## config.mk

```make
export PLATFORM = sky130hd
export DESIGN_NAME = mec_cfg
export DESIGN_NICKNAME = d
export VERILOG_FILES = /design/src/sv/mandelbrot_escape_count_assert.svh /design/src/sv/mec_pkg.sv /design/src/sv/mec_cfg.sv
export SDC_FILE = /design/constraint.sdc
export NUM_CORES = 1
export LEC_CHECK = 0
export BUFFER_PORTS_ARGS = -buffer_cell sky130_fd_sc_hd__buf_2
export CAP_MARGIN = 20
export CORE_AREA = 2 2 48 50
export CTS_CLUSTER_SIZE = 12
export DETAILED_ROUTE_END_ITERATION = 10
export DIE_AREA = 0 0 50 52
export PLACE_DENSITY = 0.75
export RECOVER_POWER = 100
export SKIP_LAST_GASP = 1
export SLEW_MARGIN = 20
export SYNTH_ARGS = -nofsm -noshare
export SYNTH_HDL_FRONTEND = slang
export SYNTH_SLANG_ARGS = --single-unit
```

## constraint.sdc

```tcl
create_clock -name clk_i -period 1.05 [get_ports clk_i]
set_input_delay 0.21 -clock clk_i [delete_from_list [all_inputs] [get_ports clk_i]]
set_output_delay 0.21 -clock clk_i [all_outputs]
set_load 0.05 [all_outputs]
```

## src/sv/mandelbrot_escape_count_assert.svh

```systemverilog
// Assertion macros for the escape-count block
`ifndef MANDELBROT_ESCAPE_COUNT_ASSERT_SVH
`define MANDELBROT_ESCAPE_COUNT_ASSERT_SVH

`define MEC_ASSERT_IMPLIES(label, clk, rst_n, a, b) \
  label: assert property (@(posedge clk) disable iff (!(rst_n)) (a) |-> (b)) \
    else $error("escape count check failed");

`define MEC_ASSERT_NEXT(label, clk, rst_n, a, b) \
  label: assert property (@(posedge clk) disable iff (!(rst_n)) (a) |=> (b)) \
    else $error("escape count sequence check failed");

`endif

```

## src/sv/mec_pkg.sv

```systemverilog
// Shared types and constants for the escape-count block
package mec_pkg;

  localparam int DATA_W       = 16;
  localparam int Z_W          = 18;
  localparam int PROD_W       = 2 * Z_W;
  localparam int SQ_SHIFT     = 13;
  localparam int CROSS_SHIFT  = 12;
  localparam int SQ_W         = PROD_W - SQ_SHIFT;
  localparam int XP_W         = PROD_W - CROSS_SHIFT;
  localparam int SUM_W        = SQ_W + 2;
  localparam int COUNT_W      = 8;
  localparam int NUM_CELLS    = 4;
  localparam int ESCAPE_BOUND = 32768;

  localparam logic [COUNT_W-1:0] LIMIT_RESET = COUNT_W'(40);

  localparam int PADDR_W = 3;
  localparam int PDATA_W = 32;
  localparam logic REG_ITER_LIMIT = 1'b0;

  typedef struct packed {
    logic signed [DATA_W-1:0] c_real;
    logic signed [DATA_W-1:0] c_imag;
  } in_t;

  typedef struct packed {
    logic [COUNT_W-1:0] iteration_count;
    logic               inside_set;
  } out_t;

  typedef struct packed {
    logic                     valid;
    logic                     done;
    logic                     in_set;
    logic [COUNT_W-1:0]       count;
    logic signed [Z_W-1:0]    re;
    logic signed [Z_W-1:0]    im;
    logic signed [DATA_W-1:0] cr;
    logic signed [DATA_W-1:0] ci;
  } cell_t;

endpackage

```

## src/sv/mec_cfg.sv

```systemverilog
// APB register holding the iteration limit
module mec_cfg
  import mec_pkg::*;
(
  input  logic                      clk_i,
  input  logic                      rst_ni,
  input  logic                      psel,
  input  logic                      penable,
  input  logic                      pwrite,
  input  logic [PADDR_W-1:0]        paddr,
  input  logic [PDATA_W-1:0]        pwdata,
  output logic [PDATA_W-1:0]        prdata,
  output logic                      pready,
  output logic [COUNT_W-1:0]        limit_o
);

  logic               reg_idx;
  logic               wr_en;
  logic [COUNT_W-1:0] limit_q;

  assign reg_idx = paddr[PADDR_W-1];
  assign pready  = 1'b1;
  assign wr_en   = psel && penable && pwrite && pready && (reg_idx == REG_ITER_LIMIT);

  always_ff @(posedge clk_i or negedge rst_ni) begin
    if (!rst_ni) begin
      limit_q <= LIMIT_RESET;
    end else if (wr_en) begin
      limit_q <= pwdata[COUNT_W-1:0];
    end
  end

  assign prdata  = (reg_idx == REG_ITER_LIMIT) ? PDATA_W'(limit_q) : '0;
  assign limit_o = limit_q;

endmodule

```

==> implementation parameters <==
Parameter                              Value

Power and ir drop
  Total power ... 1.90 mW
  Share of total power in combinational logic ... 0.625
  Sequential share of power ... 0.240
  Worst IR Drop VDD ... 0.000626 V
  Leak Pwr ... 0.459 nW
  Internal portion of total power ... 1.00 mW
  Switching part of the total power ... 0.472
  Clock network fraction of total power ... 0.135
  Sw power ... 0.896 mW
  Power density over the cells ... 2120 nW/µm²

Clocking
  Clk pin slew, worst setup/hold paths ... 0.06 ns
  Number of levels in the clock H-tree ... 1
  CTS Buf Count ... 3
  Clock tree sinks ... 8
  TritonCTS clock tree ... done
  Root Driver ... clkbuf_4
  Maximum count of clock buffers along a single path ... 2
  Clock insertion delay at the later pin of the skew report ... 0.25 ns

Status
  Violated checks ... negative setup slack
  Outcome ... finished, violations left

Routing
  Via count ... 423
  Routed wire length per instance ... 10.0 µm
  DR DRC count ... 0
  Initial detailed-routing violation count ... 2
  First drt pass iteration count ... 4
  Via density per instance ... 3.62
  Final ANT Viol Nets ... 0
  Total wirelength of the detailed-routed design ... 1170 µm

Cells and area
  Diodes inserted ... 0
  Fin nets ... 130
  Area taken by flip-flops and latches ... 210 µm²
  Largest register FFs ... 8
  Area of the multi-input gates ... 288 µm²
  # fillers ... 207
  Share of final-layout standard cells stronger than drive strength 1 ... 0.685
  Area added between synthesis and finish ... 54.0%

GRT
  Final global-route overflow total ... 0
  Global-route wire length before repair ... 1810 µm
  Overall global routing resource usage ... 0.0958
  Via count of the first global-routing pass ... 417
  Maximum number of pins on one net before global-route repair ... 10
  Antenna violations before repair ... 0

Synthesis
  Combined area of all synthesized cells ... 582 µm²
  Ys Warns ... 0
  Number of cells produced by synthesis ... 52
  Async SR Flop Fraction ... 1.00
  Cell taking the most area after synthesis ... buf_4
  Number of flip-flops and latches in the synthesized netlist ... 8
  Post-Syn Area per Cell ... 11.2 µm²
  Top post-synthesis cells by area ... buf_4 (32%), dfrtp_1 (26%), mux2_2 (15%)
  Cell with the most instances after synthesis ... buf_4
  Top flip-flop cell by instance count after synthesis ... dfrtp_1
  Number of synthesized flops with an enable pin ... 0
  Seq/Total Area, Yosys ... 0.348
  Area share of the largest cell type after synthesis ... 0.323
  Post-synth top cells ... buf_4 (25), and2b_2 (8), mux2_2 (8)
  Distinct cell type count after synthesis ... 7

Timing
  Period Utilization, post-route ... 1.22
  Clock tree skew after final layout ... 0 ns
  Setup TNS ... -1.87 ns
  Final Worst Setup Slack ... -0.236 ns
  Final setup vio count ... 13
  Max-slew violations ... 0
  Count of final hold-check violations ... 0
  Post-route minimum period ... 1.29 ns
  Timing-limited maximum frequency ... 778 MHz
  Unrepaired setup endpoints after global routing ... true

Place
  Setup Slack @ Placement ... -0.0620 ns
  Placed wire-length estimate after detailed placement ... 832 µm
  Placer congestion estimate ... 0.516
  Number of buffers added on ports ... 29

Die
  I/O pin count ... 81
  Initial standard-cell utilization of the core ... 0.276
  Row count ... 17
  Placeable Area ... 2110 µm²
  Width of the die ... 50 µm
  Die Y ... 52 µm
  Die Footprint ... 2600 µm²

Setup path
  Worst setup path category ... flip-flop to primary output
  Setup crit start kind ... flip-flop
  Critical path peak fanout ... 2
  Bufs and invs on worst path ... 1
  Arrival time at the worst endpoint ... 1.08 ns
  Worst setup EP type ... primary output
  Worst path cell trace ... and2b_4, buf_8
  Data required time of the worst path ... 0.84 ns
  Crit path max-delay family ... flip-flops
  Worst-path cell with the longest stage delay ... dfstp_2
  Largest stage delay on the critical path ... 0.53 ns

Hold path
  Type of the worst min-delay path ... input pin to flip-flop

Job
  Maxcap violations ... 0
==> placed cells by master (no fill, tap or decap), drive strengths merged <==
cell         count
dfstp            2
dfrtp            6
buf             33
clkbuf           5
mux2             8
and2b            8
nand4b           1
conb            25
dlygate4sd3      1
==> kinds of logic after synthesis <==
family | count (synthesis) | share of synthesized area
muxes | 8 | 0.155
and+or+nand+nor | 9 | 0.161
DFF | 8 | 0.348
other | 2 | 0.0129
buffers and inverters | 25 | 0.323
==> power groups by stage <==
stage | combinational (mW) | clock (mW) | sequential, mW
finish | 1.19 | 0.257 | 0.454
global route | 1.23 | 0.292 | 0.465
global placement | 0.872 | 0 | 0.444
CTS | 1.09 | 0.271 | 0.456
detailed placement | 0.881 | 0 | 0.450
floorplan | 0.552 | 0 | 0.696
==> final timing paths <==
kind / cells past startpoint / endpoint / slack, ns / start
setup / recovery: 2 / prdata[3] / -0.24 / limit_o[3]
hold / removal: 2 / limit_o[1] / 0.19 / pwdata[1]
setup reg to reg: 2 / limit_o[1] / 0.16 / limit_o[1]
hold reg to reg: 1 / limit_o[2] / 0.55 / limit_o[2]
max in group asynchronous: 2 / limit_o[5] / 0.29 / rst_ni
min in group asynchronous: 2 / limit_o[2] / 0.42 / rst_ni
==> per-layer routing <==
metal | global-route usage | vias to the layer above | routed length [µm] | share of wire
li1 | - | 191 | - | -
met1 | 0.0970 | 204 | 358 | 0.31
met2 | 0.175 | 28 | 726 | 0.62
met3 | 0.0259 | 0 | 87 | 0.074
met4 | 0.0556 | 0 | 0 | 0
met5 | 0 | - | 0 | 0
==> per-stage QoR <==
stage	std cells	hold WS, ns	instance area [µm²]	util
after floorplan	75	-0.0856	686	-
after global placement	107	0.0636	678	0.322
after detailed placement	107	0.0667	678	0.322
final	117	0.187	896	0.425
after CTS	114	0.181	848	0.403
after global routing	117	0.181	896	0.425
==> worst reg2reg max path: stages (launching register included) <==
cell	delay [ns]
dfrtp_2	0.41
buf_6	0.12
mux2_2	0.25
==> area by class of cell <==
cell class | instances | area share
well taps | 28 | 0.0391
multi-input cells | 42 | 0.321
repair buffers | 35 | 0.376
clock buffers | 4 | 0.0293
flip-flops and latches | 8 | 0.235
==> what timing repair did <==
action / 4_1_cts / 5_1_grt
endpoints found under the setup margin: 16 / 16
hold buffers: 1 / 0
hold endpoints to repair: 6 / 0
resized for setup: 37 / 7
setup buffers: 2 / 3
Power figures use the tool's default switching activity.
