--- config.mk ---
export PLATFORM = sky130hd
export DESIGN_NAME = mec_cell
export DESIGN_NICKNAME = d
export VERILOG_FILES = /design/src/sv/mandelbrot_escape_count_assert.svh /design/src/sv/mec_pkg.sv /design/src/sv/mec_cell.sv
export SDC_FILE = /design/constraint.sdc
export NUM_CORES = 2
export LEC_CHECK = 0
export BUFFER_PORTS_ARGS = -buffer_cell sky130_fd_sc_hd__buf_2
export CORE_ASPECT_RATIO = 0.9
export CORE_MARGIN = 2
export CORE_UTILIZATION = 53
export CTS_CLUSTER_DIAMETER = 150
export DETAILED_ROUTE_END_ITERATION = 12
export GPL_TIMING_DRIVEN = 0
export PLACE_DENSITY_LB_ADDON = 0.3
export SYNTH_ARGS = -nofsm -noshare
export SYNTH_HDL_FRONTEND = slang
export SYNTH_SLANG_ARGS = --single-unit
--- constraint.sdc ---
create_clock -name clk_i -period 1.5 [get_ports clk_i]
set_input_delay 0.075 -clock clk_i [delete_from_list [all_inputs] [get_ports clk_i]]
set_output_delay 0.075 -clock clk_i [all_outputs]
set_load 0.02 [all_outputs]
--- src/sv/mandelbrot_escape_count_assert.svh ---
// Assertion macros for the escape-count block
`ifndef MANDELBROT_ESCAPE_COUNT_ASSERT_SVH
`define MANDELBROT_ESCAPE_COUNT_ASSERT_SVH

`define MEC_ASSERT_IMPLIES(label, clk, rst_n, a, b) \
  label: assert property (@(posedge clk) disable iff (!(rst_n)) (a) |-> (b)) \
    else $error("escape count check failed");

`define MEC_ASSERT_NEXT(label, clk, rst_n, a, b) \
  label: assert property (@(posedge clk) disable iff (!(rst_n)) (a) |=> (b)) \
    else $error("escape count sequence check failed");

`endif

--- src/sv/mec_pkg.sv ---
// Shared types and constants for the escape-count block
package mec_pkg;

  localparam int DATA_W       = 16;
  localparam int Z_W          = 18;
  localparam int PROD_W       = 2 * Z_W;
  localparam int SQ_SHIFT     = 13;
  localparam int CROSS_SHIFT  = 12;
  localparam int SQ_W         = PROD_W - SQ_SHIFT;
  localparam int XP_W         = PROD_W - CROSS_SHIFT;
  localparam int SUM_W        = SQ_W + 2;
  localparam int COUNT_W      = 8;
  localparam int NUM_CELLS    = 4;
  localparam int ESCAPE_BOUND = 32768;

  localparam logic [COUNT_W-1:0] LIMIT_RESET = COUNT_W'(40);

  localparam int PADDR_W = 3;
  localparam int PDATA_W = 32;
  localparam logic REG_ITER_LIMIT = 1'b0;

  typedef struct packed {
    logic signed [DATA_W-1:0] c_real;
    logic signed [DATA_W-1:0] c_imag;
  } in_t;

  typedef struct packed {
    logic [COUNT_W-1:0] iteration_count;
    logic               inside_set;
  } out_t;

  typedef struct packed {
    logic                     valid;
    logic                     done;
    logic                     in_set;
    logic [COUNT_W-1:0]       count;
    logic signed [Z_W-1:0]    re;
    logic signed [Z_W-1:0]    im;
    logic signed [DATA_W-1:0] cr;
    logic signed [DATA_W-1:0] ci;
  } cell_t;

endpackage

--- src/sv/mec_cell.sv ---
// One iteration cell: limit and escape tests and z = z*z + c, handed to the next cell
module mec_cell
  import mec_pkg::*;
(
  input  logic               clk_i,
  input  logic               rst_ni,
  input  logic               advance_i,
  input  logic [COUNT_W-1:0] limit_i,
  input  cell_t              cell_i,
  output cell_t              cell_o
);

  logic signed [PROD_W-1:0] rr;
  logic signed [PROD_W-1:0] ii;
  logic signed [PROD_W-1:0] ri;
  logic [SQ_W-1:0]          rq;
  logic [SQ_W-1:0]          iq;
  logic [SQ_W:0]            mag;
  logic signed [SUM_W-1:0]  re_sum;
  logic signed [SUM_W-1:0]  im_sum;
  logic                     escape;
  logic                     at_limit;
  cell_t                    state_d;
  cell_t                    state_q;

  assign rr = cell_i.re * cell_i.re;
  assign ii = cell_i.im * cell_i.im;
  assign ri = cell_i.re * cell_i.im;

  assign rq  = rr[PROD_W-1:SQ_SHIFT];
  assign iq  = ii[PROD_W-1:SQ_SHIFT];
  assign mag = {1'b0, rq} + {1'b0, iq};

  assign escape   = mag > (SQ_W+1)'(ESCAPE_BOUND);
  assign at_limit = cell_i.count >= limit_i;

  assign re_sum = $signed({2'b00, rq}) - $signed({2'b00, iq}) + SUM_W'(cell_i.cr);
  assign im_sum = SUM_W'($signed(ri[PROD_W-1:CROSS_SHIFT])) + SUM_W'(cell_i.ci);

  always_comb begin
    state_d = cell_i;
    if (cell_i.valid && !cell_i.done) begin
      priority if (at_limit) begin
        state_d.done   = 1'b1;
        state_d.in_set = 1'b1;
      end else if (escape) begin
        state_d.done   = 1'b1;
        state_d.in_set = 1'b0;
      end else begin
        state_d.re    = re_sum[Z_W-1:0];
        state_d.im    = im_sum[Z_W-1:0];
        state_d.count = cell_i.count + COUNT_W'(1);
      end
    end
  end

  always_ff @(posedge clk_i or negedge rst_ni) begin
    if (!rst_ni) begin
      state_q <= '0;
    end else if (advance_i) begin
      state_q <= state_d;
    end
  end

  assign cell_o = state_q;

endmodule
==> out/metrics.yaml <==
finish:
  area_growth_pct: 17.4
  register_area_mm2: 0.00198
  fin_area_mm2: 0.0446
  nets: 5820
  multi_input_area_mm2: 0.0328
  final_util_pct: 62.6
  largest_register_ffs: 79
  drive_gt1_share_pct: 16.0
  fillers: 5818
die:
  start_util_pct: 53.3
  die_h_um: 258
  dieArea_mm2: 0.0739
  ioPinCount: 169
  die_x_um: 286
  fp.coreArea_mm2: 0.0713
  rows: 93
timing:
  fin_crit_sh_pct: 612
  setup_viol: 46
  finClkSkew_ps: 0
  final.setup.tns_ps: -346870
  layout_min_cycle_time_ps: 9180
  maxSlewHeadroom_pct: 30.7
  max_freq_mhz: 109
  hold_violations: 0
  setup_ws_ps: -7680
  worstMarginPinSlew_ps: 1030
  rsz0062_at_grt: "true"
  finalMaxSlewViolations: 0
routing:
  vias_per_cell: 5.52
  drc: 0
  first_pass_iters: 6
  ant_nets: 0
  drt_iter0_drc: 2433
  vias: 30100
  wl_per_cell_um: 22.1
  wirelength_mm: 121
worst_setup_path:
  r2r-start: "cell_o[49]"
  path_class: "in -> reg"
  worst-path-max-fanout: 8
  crit_required_ps: 1730
  r2r_setup_slack_ps: 450
  start_kind: "input port"
  cp.arrival_ps: 9410
  cp_slowest_cell: "fa_1"
  cp_common_cell: "fa_1"
  ff2ff_path_depth: 3
  timing.critical_path.to_type: "register"
  critPathLaunch: "cell_i[55]"
  crit_path_max_incr_delay_ps: 550
  critPathCapture: "cell_o[74]"
  worstReg2RegEnd: "cell_o[49]"
logic_synthesis:
  synth-edff-count: 0
  syn-num-nets: 5516
  synth_top_cell_by_area: "fa_1"
  yosysMostFrequentCell: "inv_1"
  synth.area.top_cells: "fa_1, ha_1, inv_1"
  ys_ff_latch: 79
  yosys-top-cells-count: "inv_1, fa_1, nand2_1"
  yosysTopAreaCellShare_pct: 46.5
  syn_inst: 4187
  ys_async_sr_fraction_pct: 100
  synth_area_mm2: 0.0380
  yosys.cell_types.count: 81
  yosysSeqAreaShare_pct: 5.20
  syn_area_per_cell_um2: 9.08
  yosysWarnings: 0
  yosys_most_used_dff: "dfrtp_1"
grt:
  grt_pass1_wl_mm: 186
  grt_pass1_vias: 31800
  antenna_found_initial: 12
  grt-ovfl-total: 0
  gr-usage-all-layers_pct: 33.6
  grt_max_degree: 67
clocking:
  cts_buffers: 9
  path_clk_slew_ps: 70
  ctsHtreeMaxLevel: 3
  clockBufferDepth: 2
  root_buffer: "clkbuf_16"
  clk_latency_ps: 350
  cts_sinks: 79
  cts_tree: "yes"
flow_run:
  drv_cap: 0
place:
  gp_congestion: 1.01
  place_area_mm2: 0.0403
  hpwl_mm: 98.6
  pre_cts_ws_ps: -10600
  port_buffers: 160
worst_hold_path:
  hp-class: "in -> reg"
status:
  status: "finished, violations left"
  violations: "setup timing"
==> worst min path at each step <==
stage / from / end / slack, ps / cells past startpoint
3_5_place_dp: rst_ni / cell_o[23] / -60 / 1
4_1_cts: cell_i[3] / cell_o[3] / 2 / 2
6_report: cell_i[0] / cell_o[0] / 3 / 2
2_1_floorplan: rst_ni / cell_o[0] / -220 / 0
3_3_place_gp: cell_i[26] / cell_o[26] / 320 / 2
5_1_grt: cell_i[4] / cell_o[4] / 3 / 2
==> cell type report <==
| type | count | share of cell area (%) |
|---|---|---|
| Buffer | 150 | 4.03 |
| Clock buffer | 10 | 0.513 |
| Multi-Input combinational cell | 2822 | 73.4 |
| Antenna cell | 7 | 0.0392 |
| Tap cell | 950 | 2.66 |
| Inverter | 1131 | 9.62 |
| Timing Repair Buffer | 298 | 5.03 |
| Clock inverter | 6 | 0.297 |
| Sequential cell | 79 | 4.43 |
==> critical path, delay by kind of cell <==
kind	cells	cell delay (ps)
adders and majority gates	8	3730
and+or+nand+nor	9	2030
AOI/OAI and AO/OA	9	2010
buffers and inverters	11	1380
xor gates and xnor gates	1	130
==> cells in the final DEF (no fill, tap or decap), drive strengths merged, types with 17 or more instances in the layout <==
cell	count
a21o	39
a21oi	114
a31oi	21
and2	164
and3	17
buf	340
clkbuf	102
dfrtp	79
fa	883
ha	356
inv	1117
mux2	36
mux2i	32
nand2	448
nand2b	21
nand3	26
nor2	204
nor2b	24
nor3	39
o21a	24
o21ai	66
xnor2	113
xor2	39
==> routing by layer <==
layer | GRT usage [%] | up-vias | wire length (um)
li1 | - | 13100 | -
met2 | 50.6 | 1589 | 52500
met4 | 13.8 | 8 | 5900
met3 | 13.4 | 341 | 16500
met5 | 0 | - | 53
met1 | 43.2 | 15100 | 45700
==> what timing repair did <==
| item | in CTS | in global routing |
|---|---|---|
| pin swaps | 62 | 105 |
| endpoints found under the setup margin | 46 | 52 |
| hold buffers | 16 | 0 |
| gates cloned | 2 | 1 |
| setup buffers | 68 | 51 |
| gates resized for setup | 407 | 287 |
| hold endpoints to repair | 94 | 0 |
==> stage by stage <==
| step | hold slack, ps | cells |
|---|---|---|
| floorplan | -221 | 4187 |
| global placement | 324 | 5297 |
| detailed placement | -57.9 | 5298 |
| CTS | 1.89 | 5397 |
| global route | 3.23 | 5446 |
| finish | 2.95 | 5453 |
==> kinds of logic (layout without fill, tap and decap cells) <==
family / after synthesis / after routing / synth area share [%]
AOI/OAI and AO/OA: 363 / 363 / 6.19
and+or+nand+nor: 997 / 997 / 12.1
muxes: 68 / 68 / 1.91
other: 0 / 7 / 0
DFF: 79 / 79 / 5.20
adders and majority gates: 1239 / 1239 / 58.2
xor gates and xnor gates: 155 / 155 / 3.68
buffers and inverters: 1286 / 1595 / 12.7
Power is left out: the tool's default activity adds up to more than one toggle a clock period on the data nets, which glitch-free logic cannot reach.
